===== src/hw/rtl/usb_cds_pkg.sv =====
// Package for the USB configuration descriptor scanner.
// Holds descriptor codes, error codes and the result beat layout; no dependencies.
package usb_cds_pkg;

  localparam logic [7:0] DESC_TYPE_INTERFACE = 8'h04;
  localparam logic [7:0] DESC_TYPE_ENDPOINT  = 8'h05;
  localparam logic [7:0] EP_XFER_MASK        = 8'h03;
  localparam logic [7:0] EP_XFER_BULK        = 8'h02;
  localparam logic [7:0] EP_DIR_IN           = 8'h80;
  localparam logic [7:0] INTF_MIN_LEN        = 8'd9;
  localparam logic [7:0] EP_MIN_LEN          = 8'd7;
  localparam logic [7:0] DESC_MIN_LEN        = 8'd2;
  localparam logic [7:0] CLASS_RESET         = 8'hFF;

  // byte offsets inside one descriptor
  localparam logic [7:0] OFS_LENGTH = 8'd0;
  localparam logic [7:0] OFS_TYPE   = 8'd1;
  localparam logic [7:0] OFS_FIRST  = 8'd2;
  localparam logic [7:0] OFS_SECOND = 8'd3;
  localparam logic [7:0] OFS_SIZE_L = 8'd4;
  localparam logic [7:0] OFS_SIZE_H = 8'd5;

  localparam int RESULT_W = 72;

  typedef enum logic [1:0] {
    ERR_NONE      = 2'd0,
    ERR_SHORT_LEN = 2'd1,
    ERR_OVERRUN   = 2'd2
  } parse_err_t;

  // packed from the MSB down; intf_found lands in bit 0
  typedef struct packed {
    logic [3:0]  pad;
    parse_err_t  parse_error;
    logic        usable;
    logic [15:0] out_packet_size;
    logic [7:0]  out_endpoint;
    logic [15:0] in_packet_size;
    logic [7:0]  in_endpoint;
    logic [7:0]  alt_setting;
    logic [7:0]  intf_number;
    logic        intf_found;
  } scan_result_t;

endpackage


===== src/hw/rtl/usb_cds_parser.sv =====
// Descriptor walker: byte offset tracking, field capture and commit, summary on last beat.
// Depends on usb_cds_pkg.
module usb_cds_parser
  import usb_cds_pkg::*;
(
  input  logic         clk,
  input  logic         rst_n,
  input  logic         cfg_we,
  input  logic [7:0]   cfg_class,
  input  logic         byte_accept,
  input  logic [7:0]   data_byte,
  input  logic         last_byte,
  output logic         res_valid,
  output scan_result_t res_data
);

  logic [7:0]  wanted_class_r;
  logic [7:0]  byte_offset_r, byte_offset_nxt;
  logic [7:0]  desc_length_r, desc_length_nxt;
  logic [7:0]  desc_type_r, desc_type_nxt;
  logic        class_match_r, class_match_nxt;
  logic        halted_r, halted_nxt;
  logic [7:0]  pend_first_r, pend_first_nxt;
  logic [7:0]  pend_second_r, pend_second_nxt;
  logic [7:0]  pend_class_r, pend_class_nxt;
  logic [15:0] pend_size_r, pend_size_nxt;
  logic        have_intf_r, have_intf_nxt;
  logic [7:0]  chosen_intf_r, chosen_intf_nxt;
  logic [7:0]  chosen_alt_r, chosen_alt_nxt;
  logic [7:0]  in_ep_r, in_ep_nxt;
  logic [15:0] in_size_r, in_size_nxt;
  logic [7:0]  out_ep_r, out_ep_nxt;
  logic [15:0] out_size_r, out_size_nxt;
  parse_err_t  err_r, err_nxt;
  logic        ep_bulk, ep_dir_in;

  always_comb begin
    byte_offset_nxt = byte_offset_r;
    desc_length_nxt = desc_length_r;
    desc_type_nxt   = desc_type_r;
    class_match_nxt = class_match_r;
    halted_nxt      = halted_r;
    pend_first_nxt  = pend_first_r;
    pend_second_nxt = pend_second_r;
    pend_class_nxt  = pend_class_r;
    pend_size_nxt   = pend_size_r;
    have_intf_nxt   = have_intf_r;
    chosen_intf_nxt = chosen_intf_r;
    chosen_alt_nxt  = chosen_alt_r;
    in_ep_nxt       = in_ep_r;
    in_size_nxt     = in_size_r;
    out_ep_nxt      = out_ep_r;
    out_size_nxt    = out_size_r;
    err_nxt         = err_r;
    res_valid       = 1'b0;
    res_data        = '0;
    ep_bulk         = 1'b0;
    ep_dir_in       = 1'b0;

    if (byte_accept) begin
      if (!halted_r) begin
        if (byte_offset_r == OFS_LENGTH) begin
          // a lone final byte never starts a descriptor
          if (!last_byte) begin
            if (data_byte < DESC_MIN_LEN) begin
              err_nxt    = ERR_SHORT_LEN;
              halted_nxt = 1'b1;
            end else begin
              desc_length_nxt = data_byte;
              pend_first_nxt  = '0;
              pend_second_nxt = '0;
              pend_class_nxt  = '0;
              pend_size_nxt   = '0;
              byte_offset_nxt = OFS_TYPE;
            end
          end
        end else begin
          case (byte_offset_r)
            OFS_TYPE:   desc_type_nxt = data_byte;
            OFS_FIRST:  pend_first_nxt = data_byte;
            OFS_SECOND: pend_second_nxt = data_byte;
            OFS_SIZE_L: pend_size_nxt = {pend_size_r[15:8], data_byte};
            OFS_SIZE_H: begin
              pend_class_nxt = data_byte;
              pend_size_nxt  = {data_byte, pend_size_r[7:0]};
            end
            default: ;
          endcase

          if ({1'b0, byte_offset_r} + 9'd1 == {1'b0, desc_length_r}) begin
            byte_offset_nxt = OFS_LENGTH;
            ep_bulk   = (pend_second_nxt & EP_XFER_MASK) == EP_XFER_BULK;
            ep_dir_in = (pend_first_nxt & EP_DIR_IN) != 8'd0;
            if (desc_type_nxt == DESC_TYPE_INTERFACE && desc_length_r >= INTF_MIN_LEN) begin
              class_match_nxt = (pend_class_nxt == wanted_class_r);
              if (class_match_nxt && !have_intf_r) begin
                have_intf_nxt   = 1'b1;
                chosen_intf_nxt = pend_first_nxt;
                chosen_alt_nxt  = pend_second_nxt;
              end
            end else if (desc_type_nxt == DESC_TYPE_ENDPOINT &&
                         desc_length_r >= EP_MIN_LEN) begin
              if (class_match_r && ep_bulk) begin
                if (ep_dir_in) begin
                  if (in_ep_r == 8'd0) begin
                    in_ep_nxt   = pend_first_nxt;
                    in_size_nxt = pend_size_nxt;
                  end
                end else if (out_ep_r == 8'd0) begin
                  // address zero is kept but still counts as missing
                  out_ep_nxt   = pend_first_nxt;
                  out_size_nxt = pend_size_nxt;
                end
              end
            end
          end else begin
            if (last_byte) begin
              err_nxt = ERR_OVERRUN;
            end
            byte_offset_nxt = byte_offset_r + 8'd1;
          end
        end
      end

      if (last_byte) begin
        res_valid                = 1'b1;
        res_data.intf_found      = have_intf_nxt;
        res_data.intf_number     = chosen_intf_nxt;
        res_data.alt_setting     = chosen_alt_nxt;
        res_data.in_endpoint     = in_ep_nxt;
        res_data.in_packet_size  = in_size_nxt;
        res_data.out_endpoint    = out_ep_nxt;
        res_data.out_packet_size = out_size_nxt;
        res_data.usable          = have_intf_nxt && (in_ep_nxt != 8'd0) &&
                                   (out_ep_nxt != 8'd0);
        res_data.parse_error     = err_nxt;
        // frame done: back to the reset picture
        byte_offset_nxt = '0;
        desc_length_nxt = '0;
        desc_type_nxt   = '0;
        class_match_nxt = 1'b0;
        halted_nxt      = 1'b0;
        pend_first_nxt  = '0;
        pend_second_nxt = '0;
        pend_class_nxt  = '0;
        pend_size_nxt   = '0;
        have_intf_nxt   = 1'b0;
        chosen_intf_nxt = '0;
        chosen_alt_nxt  = '0;
        in_ep_nxt       = '0;
        in_size_nxt     = '0;
        out_ep_nxt      = '0;
        out_size_nxt    = '0;
        err_nxt         = ERR_NONE;
      end
    end
  end

  always_ff @(posedge clk) begin
    if (!rst_n) begin
      wanted_class_r <= CLASS_RESET;
      byte_offset_r  <= '0;
      desc_length_r  <= '0;
      desc_type_r    <= '0;
      class_match_r  <= 1'b0;
      halted_r       <= 1'b0;
      pend_first_r   <= '0;
      pend_second_r  <= '0;
      pend_class_r   <= '0;
      pend_size_r    <= '0;
      have_intf_r    <= 1'b0;
      chosen_intf_r  <= '0;
      chosen_alt_r   <= '0;
      in_ep_r        <= '0;
      in_size_r      <= '0;
      out_ep_r       <= '0;
      out_size_r     <= '0;
      err_r          <= ERR_NONE;
    end else begin
      if (cfg_we) begin
        wanted_class_r <= cfg_class;
      end
      byte_offset_r <= byte_offset_nxt;
      desc_length_r <= desc_length_nxt;
      desc_type_r   <= desc_type_nxt;
      class_match_r <= class_match_nxt;
      halted_r      <= halted_nxt;
      pend_first_r  <= pend_first_nxt;
      pend_second_r <= pend_second_nxt;
      pend_class_r  <= pend_class_nxt;
      pend_size_r   <= pend_size_nxt;
      have_intf_r   <= have_intf_nxt;
      chosen_intf_r <= chosen_intf_nxt;
      chosen_alt_r  <= chosen_alt_nxt;
      in_ep_r       <= in_ep_nxt;
      in_size_r     <= in_size_nxt;
      out_ep_r      <= out_ep_nxt;
      out_size_r    <= out_size_nxt;
      err_r         <= err_nxt;
    end
  end

endmodule


===== src/hw/rtl/usb_cds_outbuf.sv =====
// Two-entry result buffer (output register plus skid) for the scanner.
// Depends on usb_cds_pkg.
module usb_cds_outbuf
  import usb_cds_pkg::*;
(
  input  logic         clk,
  input  logic         rst_n,
  input  logic         push,
  input  scan_result_t push_data,
  output logic         space_ok,
  output logic         out_valid,
  input  logic         out_ready,
  output scan_result_t out_data
);

  logic         main_valid_r, main_valid_nxt;
  logic         skid_valid_r, skid_valid_nxt;
  scan_result_t main_r, main_nxt;
  scan_result_t skid_r, skid_nxt;
  logic         pop;

  assign pop       = main_valid_r && out_ready;
  assign space_ok  = !skid_valid_r;
  assign out_valid = main_valid_r;
  assign out_data  = main_r;

  // push only arrives while the skid entry is free
  always_comb begin
    main_valid_nxt = main_valid_r;
    skid_valid_nxt = skid_valid_r;
    main_nxt       = main_r;
    skid_nxt       = skid_r;
    if (pop) begin
      if (skid_valid_r) begin
        main_nxt       = skid_r;
        skid_valid_nxt = 1'b0;
      end else begin
        main_valid_nxt = push;
        main_nxt       = push_data;
      end
    end else if (!main_valid_r) begin
      main_valid_nxt = push;
      main_nxt       = push_data;
    end else if (push) begin
      skid_valid_nxt = 1'b1;
      skid_nxt       = push_data;
    end
  end

  always_ff @(posedge clk) begin
    if (!rst_n) begin
      main_valid_r <= 1'b0;
      skid_valid_r <= 1'b0;
    end else begin
      main_valid_r <= main_valid_nxt;
      skid_valid_r <= skid_valid_nxt;
    end
  end

  always_ff @(posedge clk) begin
    main_r <= main_nxt;
    skid_r <= skid_nxt;
  end

endmodule


===== src/hw/rtl/usb_config_descriptor_scanner_core.sv =====
// Scans a USB configuration descriptor set, one byte per in_ beat with tlast on the
// final byte, and returns one summary beat per set: the first interface of the class
// in cfg_data, the first bulk IN and OUT endpoints under that class, and a parse
// error code. A byte is taken every cycle while the result skid entry is free; the
// walker updates its state in the cycle the beat is accepted. A two-entry result
// buffer keeps input flowing while a summary waits on out_tready. Write cfg_data only
// between sets. Depends on usb_cds_pkg, usb_cds_parser and usb_cds_outbuf.
module usb_config_descriptor_scanner_core
  import usb_cds_pkg::*;
(
  input  logic                clk,
  input  logic                rst_n,
  input  logic                cfg_valid,
  output logic                cfg_ready,
  input  logic [7:0]          cfg_data,   // wanted_class
  input  logic                in_tvalid,
  output logic                in_tready,
  input  logic [7:0]          in_tdata,   // data_byte
  input  logic                in_tlast,   // last_byte
  output logic                out_tvalid,
  input  logic                out_tready,
  // [0] intf_found, [8:1] intf_number, [16:9] alt_setting, [24:17] in_endpoint,
  // [40:25] in_packet_size, [48:41] out_endpoint, [64:49] out_packet_size,
  // [65] usable, [67:66] parse_error, [71:68] zero
  output logic [RESULT_W-1:0] out_tdata
);

  logic         byte_accept;
  logic         res_valid;
  scan_result_t res_data;
  scan_result_t buf_data;
  logic         space_ok;

  assign cfg_ready   = 1'b1;
  assign in_tready   = space_ok;
  assign byte_accept = in_tvalid && in_tready;

  usb_cds_parser u_parser (
    .clk         (clk),
    .rst_n       (rst_n),
    .cfg_we      (cfg_valid && cfg_ready),
    .cfg_class   (cfg_data),
    .byte_accept (byte_accept),
    .data_byte   (in_tdata),
    .last_byte   (in_tlast),
    .res_valid   (res_valid),
    .res_data    (res_data)
  );

  usb_cds_outbuf u_outbuf (
    .clk       (clk),
    .rst_n     (rst_n),
    .push      (res_valid),
    .push_data (res_data),
    .space_ok  (space_ok),
    .out_valid (out_tvalid),
    .out_ready (out_tready),
    .out_data  (buf_data)
  );

  assign out_tdata = buf_data;

endmodule


===== config.mk =====
export PLATFORM = sky130hd
export DESIGN_NAME = usb_config_descriptor_scanner_core
export DESIGN_NICKNAME = d
export VERILOG_FILES = /design/src/hw/rtl/usb_cds_pkg.sv /design/src/hw/rtl/usb_cds_parser.sv /design/src/hw/rtl/usb_cds_outbuf.sv /design/src/hw/rtl/usb_config_descriptor_scanner_core.sv
export SDC_FILE = /design/constraint.sdc
export NUM_CORES = 1
export LEC_CHECK = 0
export BUFFER_PORTS_ARGS = -buffer_cell sky130_fd_sc_hd__buf_2
export CORE_AREA = 2 2 208 128
export DETAILED_ROUTE_END_ITERATION = 6
export DIE_AREA = 0 0 210 130
export HOLD_SLACK_MARGIN = 0.03
export MAX_ROUTING_LAYER = met4
export PLACE_DENSITY = 0.67
export SLEW_MARGIN = 15
export SYNTH_ARGS = -nofsm -noshare
export SYNTH_HDL_FRONTEND = slang
export SYNTH_HIERARCHICAL = 1
export SYNTH_SLANG_ARGS = --single-unit

===== constraint.sdc =====
create_clock -name clk -period 8.4 [get_ports clk]
set_input_delay 0 -clock clk [delete_from_list [all_inputs] [get_ports clk]]
set_output_delay 0 -clock clk [all_outputs]
set_load 0.01 [all_outputs]

==> run summary, run 1 <==
WP data required: 8.82 ns
Final nets: 1163
Mean Syn Cell Area: 12.0 µm²
Multi-input gate area: 0.00493 mm²
Die height: 130 µm
Pleak: 5.33 nW
Post-synth EDFFs: 144
Most frequent cells in the layout: edfxtp_1, dfxtp_1, nor2_1, buf_2, a22o_1
Critical Path Source Type: flip-flop
Crit Path Category: reg -> reg
Total grt overflow: 0
Routability congestion estimate from global placement: 0.881
Drt pass-1 iters: 5
Die ar.: 0.0273 mm²
Sink Count: 287
Seq. cell area: 0.00719 mm²
Syn-to-layout area delta: 14.2%
Post-synthesis sequential area ratio: 57.0%
Post-route ant nets: 0
CTS max path bufs: 3
Commonest non-fill, non-tap cell in the layout: edfxtp_1
First-pass GRT wire length: 47600 µm
Cts bufs inserted: 27
#FFs+latches synth: 287
HP Class: in -> reg
Filler cell count: 2127
Tightest Pin Transition: 1.13 ns
Fin crit share: 49.9%
Routed wire per std cell: 20.1 µm
R2R Setup Slk: 4.20 ns
Switching pwr: 642 µW
Switching share of power: 22.7%
Antenna diodes: 0
All-Layer GR Usage: 22.6%
Detailed Route Iter0 Violations: 895
Die width: 210 µm
Max IR drop VDD: 0.105 mV
Port bufs: 95
DRC Markers: 0
Logic pwr share: 5.6%
Cell Area, Placed: 0.0132 mm²
Setup tns final: 0 ns
CP Data Arrival Time: 4.62 ns
CTS tree: done
CTS clk-pin slew, worst paths: 0.07 ns
Share of post-route cells with drive strength above 1: 21.4%
Core Region: 0.0257 mm²
Dpl hpwl: 18600 µm
Clock power frac: 41.5%
Final Setup Violations: 0
Root Buffer: clkbuf_16
Max Cap Viol: 0
Cell area after synthesis: 0.0126 mm²
CP Capture Type: flip-flop
Max-slew headroom: 24.4%
Sequential power share: 53.0%
Crit path max fanout: 17
Crit path time final: 4.20 ns
Post-Syn Instances: 1046
Vias in the first global route: 8379
Outcome: finished clean
Pin count of the biggest net entering global routing: 74
Initial Util: 49.0%
Routed WL: 30100 µm
DR vias: 8914
Initial antenna violation count: 0
Clk Latency, worst-skew pair: 0.55 ns
Asr flop ratio synth: 0%
Unique cell type count in the Yosys netlist: 73
RSZ-0062 raised after global routing: no
Pwr/cell area: 196 mW/mm²
Ports: 97
Fin. Hold Viols: 0
Ys flop type: edfxtp_1
Max Freq: 238 MHz
Clock skew: 0.00977 ns
Fin area: 0.0144 mm²
Ys Warns: 6
Slew Viols, Final: 0
# rows: 46
Via density per instance: 5.97
Int Power: 2.18 mW
H-tree depth: 1
power groups by stage:
stage / sequential [mW] / clock (mW) / combinational (mW)
6_report: 1.50 / 1.17 / 0.157
3_5_place_dp: 1.53 / 0 / 0.139
4_1_cts: 1.50 / 1.19 / 0.154
3_3_place_gp: 1.53 / 0 / 0.138
2_1_floorplan: 1.53 / 0 / 0.0837
5_1_grt: 1.50 / 1.25 / 0.170
registers in the layout, summed over array words and instances (netlist names), 16 cells and up:
signal / cells
u_parser/out_size_r: 16
u_outbuf/skid_r: 72
u_outbuf/out_data: 72
u_parser/pend_size_r: 16
u_parser/in_size_r: 16
cells by family after synthesis:
group | count (synthesis) | share of synthesized area (%)
simple gates | 234 | 9.63
xor+xnor | 22 | 1.53
compound gates | 261 | 15.6
flops | 287 | 57.0
other cells | 2 | 0.0596
mux | 132 | 11.5
buf+inv | 104 | 4.25
fa+ha+maj | 4 | 0.397
what timing repair did:
| action | CTS | global route |
|---|---|---|
| endpoints found under the hold margin | 45 | 0 |
| setup buffers | 0 | 0 |
| hold buffers | 35 | 0 |
| gates resized for setup | 0 | 0 |
metal layers:
metal,track usage [%],part of all wire [%],vias to the layer above
li1,-,-,4154
met1,34.0,50,4368
met2,31.2,41,336
met3,4.00,6.6,56
met4,6.01,2.1,0
met5,-,0,-
metrics by stage:
step	utilization [%]	hold WS (ns)	instances	power (mW)	setup slack, ns
2_1_floorplan	-	0.114	1049	1.62	2.98
3_3_place_gp	51.2	0.219	1408	1.66	4.55
3_5_place_dp	51.2	0.221	1408	1.67	4.41
4_1_cts	55.8	0.0418	1493	2.84	4.35
5_1_grt	55.9	0.0751	1494	2.91	4.05
6_report	55.9	0.0517	1494	2.82	4.20
critical path, cell delays in order, from the launching register on:
cell and delay [ns]:
dfxtp_1 0.51, ha_1 0.59, xor2_1 0.18, a211oi_1 0.34
a2bb2oi_1 0.26, o2111ai_1 0.17, buf_4 0.23, or4_1 0.92
o31ai_4 0.34, nor3b_1 0.31, mux2_2 0.20
synthesized netlist by cell type (11+ instances only):
master | number | area, µm²
clkbuf_1 | 47 | 176
a22o_1 | 82 | 718
nand3_1 | 14 | 70.1
a311oi_1 | 17 | 149
nand3b_1 | 16 | 120
mux2i_1 | 52 | 521
o21ai_0 | 22 | 110
a31oi_1 | 17 | 106
a21oi_1 | 45 | 225
mux2_2 | 74 | 833
o2111ai_1 | 17 | 149
dfxtp_1 | 143 | 2860
buf_2 | 12 | 60.1
nor2_1 | 100 | 375
a22oi_1 | 16 | 120
o311ai_1 | 11 | 96.3
edfxtp_1 | 144 | 4320
nand2_1 | 36 | 135
xor2_1 | 12 | 105
inv_1 | 18 | 67.6
final timing paths:
check | startpoint | end | depth (start not counted)
setup reg to reg | u_parser/byte_offset_r[0] | u_outbuf/out_data[65] | 10
setup / recovery | u_parser/byte_offset_r[0] | u_outbuf/out_data[65] | 10
hold reg to reg | u_parser/pend_first_r[6] | u_parser/pend_first_r[6] | 2
hold / removal | rst_n | u_outbuf/out_valid | 3
cell type report:
type / count / area share (%)
tap: 336 / 2.92
clock buffer: 39 / 5.15
sequential: 287 / 50.0
clock inverter: 11 / 0.609
inverter: 19 / 0.496
multi-input combinational: 658 / 34.3
timing repair buffer: 144 / 6.61
Power figures use the tool's default switching activity.
==> inputs of run 2 (changes only) <==
PLACE_DENSITY = 0.7   (was 0.67)
clock period = 3.5 ns   (was 8.4 ns; I/O delays follow)
==> run 2 against run 1 <==
Die area is the same. Sequential share of layout area shrank 1.2 points. Worst hold slack gained 0.12 ns. Largest power group unchanged. Design area grew 2.5%. Wire length grew 4.0%. Register-to-register slack lost 4.0 ns. Worst setup slack lost 4.0 ns. Clock skew grew 0.0063 ns. Sequential power grew 140%. Maximum frequency grew 26%. Count of clock-buffer cells in the layout grew 4. Power grew to 2.5 times the previous value.
==> run summary, run 2 (same netlist as run 1, synthesis figures left out) <==
Outcome: finished clean
Post-CTS Setup Bufs: 0 (unchanged)
Max Cap Viol: 0 (unchanged)
DR vias: 9120 (+2.3%)
Pwr/cell area: 479 mW/mm² (+140%)
Crit path max fanout: 20 (+3)
Fin. Hold Viols: 0 (unchanged)
Most frequent cells in the layout: edfxtp_1, dfxtp_1, nor2_1, buf_2, a22o_1
CP delay by family, top: simple AND/OR/NAND/NOR gates
Critical Path Source Type: flip-flop
Int Power: 5.52 mW (+150%)
CP Buf/Inv Count: 1 (unchanged)
Cts bufs inserted: 27 (unchanged)
Final Setup Violations: 0 (unchanged)
CP Capture Type: flip-flop
Crit Path Category: reg -> reg
Final core occ: 57.3% (+1.4 points)
CTS clk-pin slew, worst paths: 0.07 ns (about the same)
Slew Viols, Final: 0 (unchanged)
WP data required: 3.80 ns (-5.02 ns)
Final nets: 1190 (+2.3%)
DRC Markers: 0 (unchanged)
Fin crit share: 94.9% (+45 points)
Max-slew headroom: 29.3% (+4.8 points)
Total grt overflow: 0 (unchanged)
CTS tree: done
Clock power frac: 43.6% (+2.1 points)
CP Data Arrival Time: 3.62 ns (-1.00 ns)
Pin count of the biggest net entering global routing: 73 (-1.4%)
Initial Util: 49.0% (unchanged)
Share of post-route cells with drive strength above 1: 24.2% (+2.7 points)
RSZ-0062 raised after global routing: no
Initial antenna violation count: 0 (unchanged)
Sink Count: 287 (unchanged)
Max Freq: 301 MHz (+26%)
Commonest non-fill, non-tap cell in the layout: edfxtp_1
Sequential power share: 50.8% (-2.2 points)
Via density per instance: 6.00 (+0.56%)
CTS max path bufs: 3 (unchanged)
Logic pwr share: 5.6% (about the same)
Switching share of power: 21.8% (-0.94 points)
Crit path time final: 3.32 ns (-0.873 ns)
Switching pwr: 1.54 mW (+140%)
Dpl hpwl: 19500 µm (+5.0%)
Power Total: 7.06 mW (+150%)
All-Layer GR Usage: 23.8% (+1.2 points)
Routability congestion estimate from global placement: 0.953 (+8.1%)
Pleak: 5.54 nW (+4.0%)
Detailed Route Iter0 Violations: 854 (-4.6%)
Die height: 130 µm (unchanged)
Ports: 97 (unchanged)
H-tree depth: 1 (unchanged)
Die ar.: 0.0273 mm² (unchanged)
Die width: 210 µm (unchanged)
# rows: 46 (unchanged)
Vias in the first global route: 8915 (+6.4%)
Tightest Pin Transition: 1.06 ns (-0.0641 ns)
Post-route ant nets: 0 (unchanged)
Slowest Stage Delay on Critical Path: 0.64 ns (-0.28 ns)
Syn-to-layout area delta: 17.0%
CP max-delay cell: or4_4
Root Buffer: clkbuf_16
First-pass GRT wire length: 49800 µm (+4.7%)
Port bufs: 95 (unchanged)
Core Region: 0.0257 mm² (unchanged)
Max IR drop VDD: 0.301 mV (+190%)
HP Class: in -> reg
Worst path cell trace: or4_4, or4_1, a21oi_1, nand4_1, nor2_2, buf_12, mux2i_1, nor2_1, mux2_2
Clock skew: 0.0160 ns (+0.00626 ns)
Antenna diodes: 0 (unchanged)
Clk Latency, worst-skew pair: 0.55 ns (about the same)
Routed wire per std cell: 20.6 µm (+2.2%)
Routed WL: 31300 µm (+4.0%)
Drt pass-1 iters: 7 (+2)
==> run 2: tightest hold or removal path, stage by stage <==
cell and delay [ns]:
buf_2 0.07, and2_1 0.19, nand2_2 0.07, inv_1 0.20, o21a_1 0.15
==> run 2: timing repair <==
action                                  4_1_cts  5_1_grt
endpoints found under the hold margin        46        0
hold buffers                                 32        0
pin swaps                                     0        0
endpoints found under the setup margin       15       37
resized for setup                             1        4
==> run 2: layout make-up <==
cell class | instances | area (µm²)
Inverter | 19 | 71.3
Clock buffer | 43 | 861
Multi-Input combinational cell | 658 | 4940
Fill cell | 2105 | 11000
Timing Repair Buffer | 171 | 1180
Sequential cell | 287 | 7190
Clock inverter | 6 | 78.8
Tap cell | 336 | 420
==> run 2: through the flow <==
step | TNS (ns) | hold WS, ns | setup slack [ns] | area [µm²] | std cells
2_1_floorplan | 0 | 0.114 | 0.270 | 12600 | 1049
3_3_place_gp | 0 | 0.216 | 0.0786 | 13400 | 1439
3_5_place_dp | -0.161 | 0.222 | -0.0241 | 13400 | 1439
4_1_cts | 0 | 0.154 | 0.0887 | 14700 | 1520
5_1_grt | 0 | 0.197 | 0.0292 | 14700 | 1520
6_report | 0 | 0.173 | 0.177 | 14700 | 1520
==> run 2: layer usage <==
layer	share of wire (%)	global-route usage, %
met1	48	34.7
met4	2.2	6.63
met2	43	34.1
met3	6.8	4.12
met5	0	-
==> run 2: worst paths after layout <==
check                                  from                       end  slack, ns  cells past startpoint
setup / recovery  u_parser/byte_offset_r[3]     u_outbuf/out_data[26]       0.18                      9
hold / removal                    in_tvalid        u_outbuf/out_valid       0.17                      5
hold reg to reg    u_parser/pend_first_r[1]  u_parser/pend_first_r[1]       0.46                      2
setup reg to reg  u_parser/byte_offset_r[3]     u_outbuf/out_data[26]       0.18                      9
==> run 2: power groups by stage <==
stage          Sequential (mW)  Combinational (mW)  Clock [mW]
5_1_grt                   3.59               0.427        3.27
6_report                  3.59               0.398        3.08
4_1_cts                   3.59               0.385        3.15
3_5_place_dp              3.66               0.352           0
3_3_place_gp              3.66               0.348           0
2_1_floorplan             3.68               0.202           0
==> inputs of run 3 (changes only) <==
RECOVER_POWER = 100   (was default)
==> run 3 against run 2 <==
The flow now finishes with violations (design-rule violations, max-capacitance violations, max-slew violations). Flip-flop and latch count unchanged. Largest cell class unchanged. Count of clock-buffer cells in the layout unchanged. Power barely moved. Critical path depth is the same. Critical path type unchanged. Clock skew about the same. First-iteration DRC count is 0.23% higher. Final cell count stayed put. Sequential share of layout area rose by 0.54 points. Worst hold slack improved by 0.052 ns. Largest power group unchanged. Design area is 1.1% lower.
==> run summary, run 3 (same netlist as run 1, synthesis figures left out) <==
Outcome: complete, but fails checks
Failing checks: design-rule violations, max-capacitance violations, max-slew violations
Place WS: -0.0241 ns (unchanged)
Die width: 210 µm (unchanged)
Seq. cell area: 0.00719 mm² (unchanged)
Critical Path Source Type: flip-flop
Total grt overflow: 0 (unchanged)
Routed WL: 31400 µm (+0.36%)
Filler cell count: 2152 (+2.2%)
Initial Util: 49.0% (unchanged)
Cts bufs inserted: 27 (unchanged)
Clk Latency, worst-skew pair: 0.55 ns (about the same)
Fin crit share: 95.2% (+0.24 points)
Crit Path Category: reg -> reg
First-pass GRT wire length: 49800 µm (unchanged)
Syn-to-layout area delta: 15.7%
Setup tns final: 0 ns (unchanged)
Setup crit start: u_parser/byte_offset_r[3]
HP Class: in -> reg
Dpl hpwl: 19500 µm (unchanged)
WP data required: 3.79 ns (about the same)
DR vias: 9084 (-0.39%)
Final nets: 1190 (unchanged)
Worst path cell trace: or4_4, or4_1, a21oi_1, nand4_1, nor2_2, buf_12, mux2i_1, nor2_1, mux2_2
CP Data Arrival Time: 3.62 ns (about the same)
Root Buffer: clkbuf_16
Antenna diodes: 0 (unchanged)
H-tree depth: 1 (unchanged)
Core Region: 0.0257 mm² (unchanged)
Routed wire per std cell: 20.7 µm (+0.36%)
CTS clk-pin slew, worst paths: 0.07 ns (about the same)
FF-to-FF Start: u_parser/byte_offset_r[3]
Max IR drop VDD: 0.301 mV (+0.13%)
# rows: 46 (unchanged)
Clock skew: 0.0163 ns (+0.000300 ns)
Tightest Pin Transition: 2.05 ns (+0.988 ns)
DRC Markers: 2 (+2)
Sink Count: 287 (unchanged)
Initial antenna violation count: 0 (unchanged)
Vias in the first global route: 8915 (unchanged)
Pwr/cell area: 484 mW/mm² (+1.0%)
Slowest Stage Delay on Critical Path: 0.64 ns (about the same)
Crit path time final: 3.33 ns (+0.00828 ns)
Drt pass-1 iters: 7 (unchanged)
Pin count of the biggest net entering global routing: 73 (unchanged)
CTS max path bufs: 3 (unchanged)
Final hold slack: 0.225 ns (+0.0521 ns)
Routability congestion estimate from global placement: 0.953 (unchanged)
Crit path max fanout: 20 (unchanged)
Fin. Hold Viols: 0 (unchanged)
Slew Viols, Final: 118 (+118)
Max Cap Viol: 2 (+2)
Detailed Route Iter0 Violations: 856 (+0.23%)
Pleak: 5.19 nW (-6.3%)
R2R Setup Slk: 0.17 ns (about the same)
Final Setup Violations: 0 (unchanged)
Port bufs: 95 (unchanged)
Die height: 130 µm (unchanged)
Ports: 97 (unchanged)
Share of post-route cells with drive strength above 1: 16.0% (-8.1 points)
CP max-delay cell: or4_4
RSZ-0062 raised after global routing: no
Max Freq: 300 MHz (-0.25%)
Final worst slack: 0.169 ns (-0.00828 ns)
Worst r2r path cells: 9 (unchanged)
Commonest non-fill, non-tap cell in the layout: edfxtp_1
Multi-input gate area: 0.00491 mm² (-0.61%)
Non-filler cells, final: 1520 (unchanged)
All-Layer GR Usage: 23.8% (unchanged)
Via density per instance: 5.98 (-0.39%)
CP delay by family, top: simple AND/OR/NAND/NOR gates
CTS tree: done
Cell total after placement: 1439 (unchanged)
WP depth: 9 (unchanged)
CP Buf/Inv Count: 1 (unchanged)
Post-route ant nets: 0 (unchanged)
Most frequent cells in the layout: edfxtp_1, dfxtp_1, nor2_1, clkbuf_1, a22o_1
Die ar.: 0.0273 mm² (unchanged)
Critical R2R Capture: u_outbuf/out_data[26]
CP Capture Type: flip-flop
Post-CTS Setup Bufs: 0 (unchanged)
Max-slew headroom: -36.6% (-66 points)
Critical Path End: u_outbuf/out_data[26]
[run 3: changes by cell type in the layout (fill, tap and decap cells not counted), moves of 5 or more]
cell      change
buf_2        -74
buf_4        -12
clkbuf_1     +80
clkbuf_2      +6
mux2_1       +14
mux2_2        -9
mux2_4        -5
o311ai_0     +10
o311ai_1     -10
[run 3: worst register-to-register path: cells and delay by family (launching register included)]
kind / cells / cell delay, ns
buffers and inverters: 1 / 0.20
and+or+nand+nor: 5 / 1.66
DFF: 1 / 0.40
AOI/OAI and AO/OA: 1 / 0.27
muxes: 2 / 0.55
[run 3: final cells by class]
type	instances	area share (%)
well taps	336	2.88
clock inverters	6	0.541
flip-flops and latches	287	49.3
inverters	19	0.489
repair buffers	171	7.18
multi-input cells	658	33.7
clock buffers	43	5.91
[run 3: how the worst min path moves through the flow]
stage | from | to | slack (ns) | cells past startpoint
3_3_place_gp | cfg_data[1] | u_parser/wanted_class_r[1] | 0.22 | 3
3_5_place_dp | cfg_data[3] | u_parser/wanted_class_r[3] | 0.22 | 3
2_1_floorplan | rst_n | u_outbuf/skid_valid_r | 0.11 | 2
6_report | in_tvalid | u_outbuf/out_valid | 0.23 | 5
5_1_grt | in_tvalid | u_outbuf/out_valid | 0.24 | 5
4_1_cts | in_tvalid | u_outbuf/out_valid | 0.15 | 5
[run 3: repair_timing]
item                       4_1_cts  5_1_grt
hold endpoints to repair        46        0
hold buffers                    32        0
resized for setup                1        4
setup endpoints to repair       15       37
[run 3: power breakdown]
group          switching (mW)  internal [mW]  leakage, nW  total, mW
sequential             0.0275           3.56         2.60       3.59
combinational           0.261          0.124         2.13      0.385
clock                    1.26           1.83        0.466       3.08
[run 3: routing by layer]
| layer | track usage [%] | routed length [µm] | up-vias |
|---|---|---|---|
| met5 | - | 0 | - |
| met4 | 6.63 | 682 | 0 |
| met3 | 4.12 | 2000 | 61 |
| met2 | 34.1 | 13300 | 306 |
| met1 | 34.7 | 15400 | 4493 |
| li1 | - | - | 4224 |
[run 3: stage by stage]
step / util (%) / power (mW) / cell area, µm²
2_1_floorplan: - / 3.88 / 12600
3_3_place_gp: 52.3 / 4.01 / 13400
3_5_place_dp: 52.3 / 4.01 / 13400
4_1_cts: 57.2 / 7.12 / 14700
5_1_grt: 56.7 / 7.28 / 14600
6_report: 56.7 / 7.06 / 14600
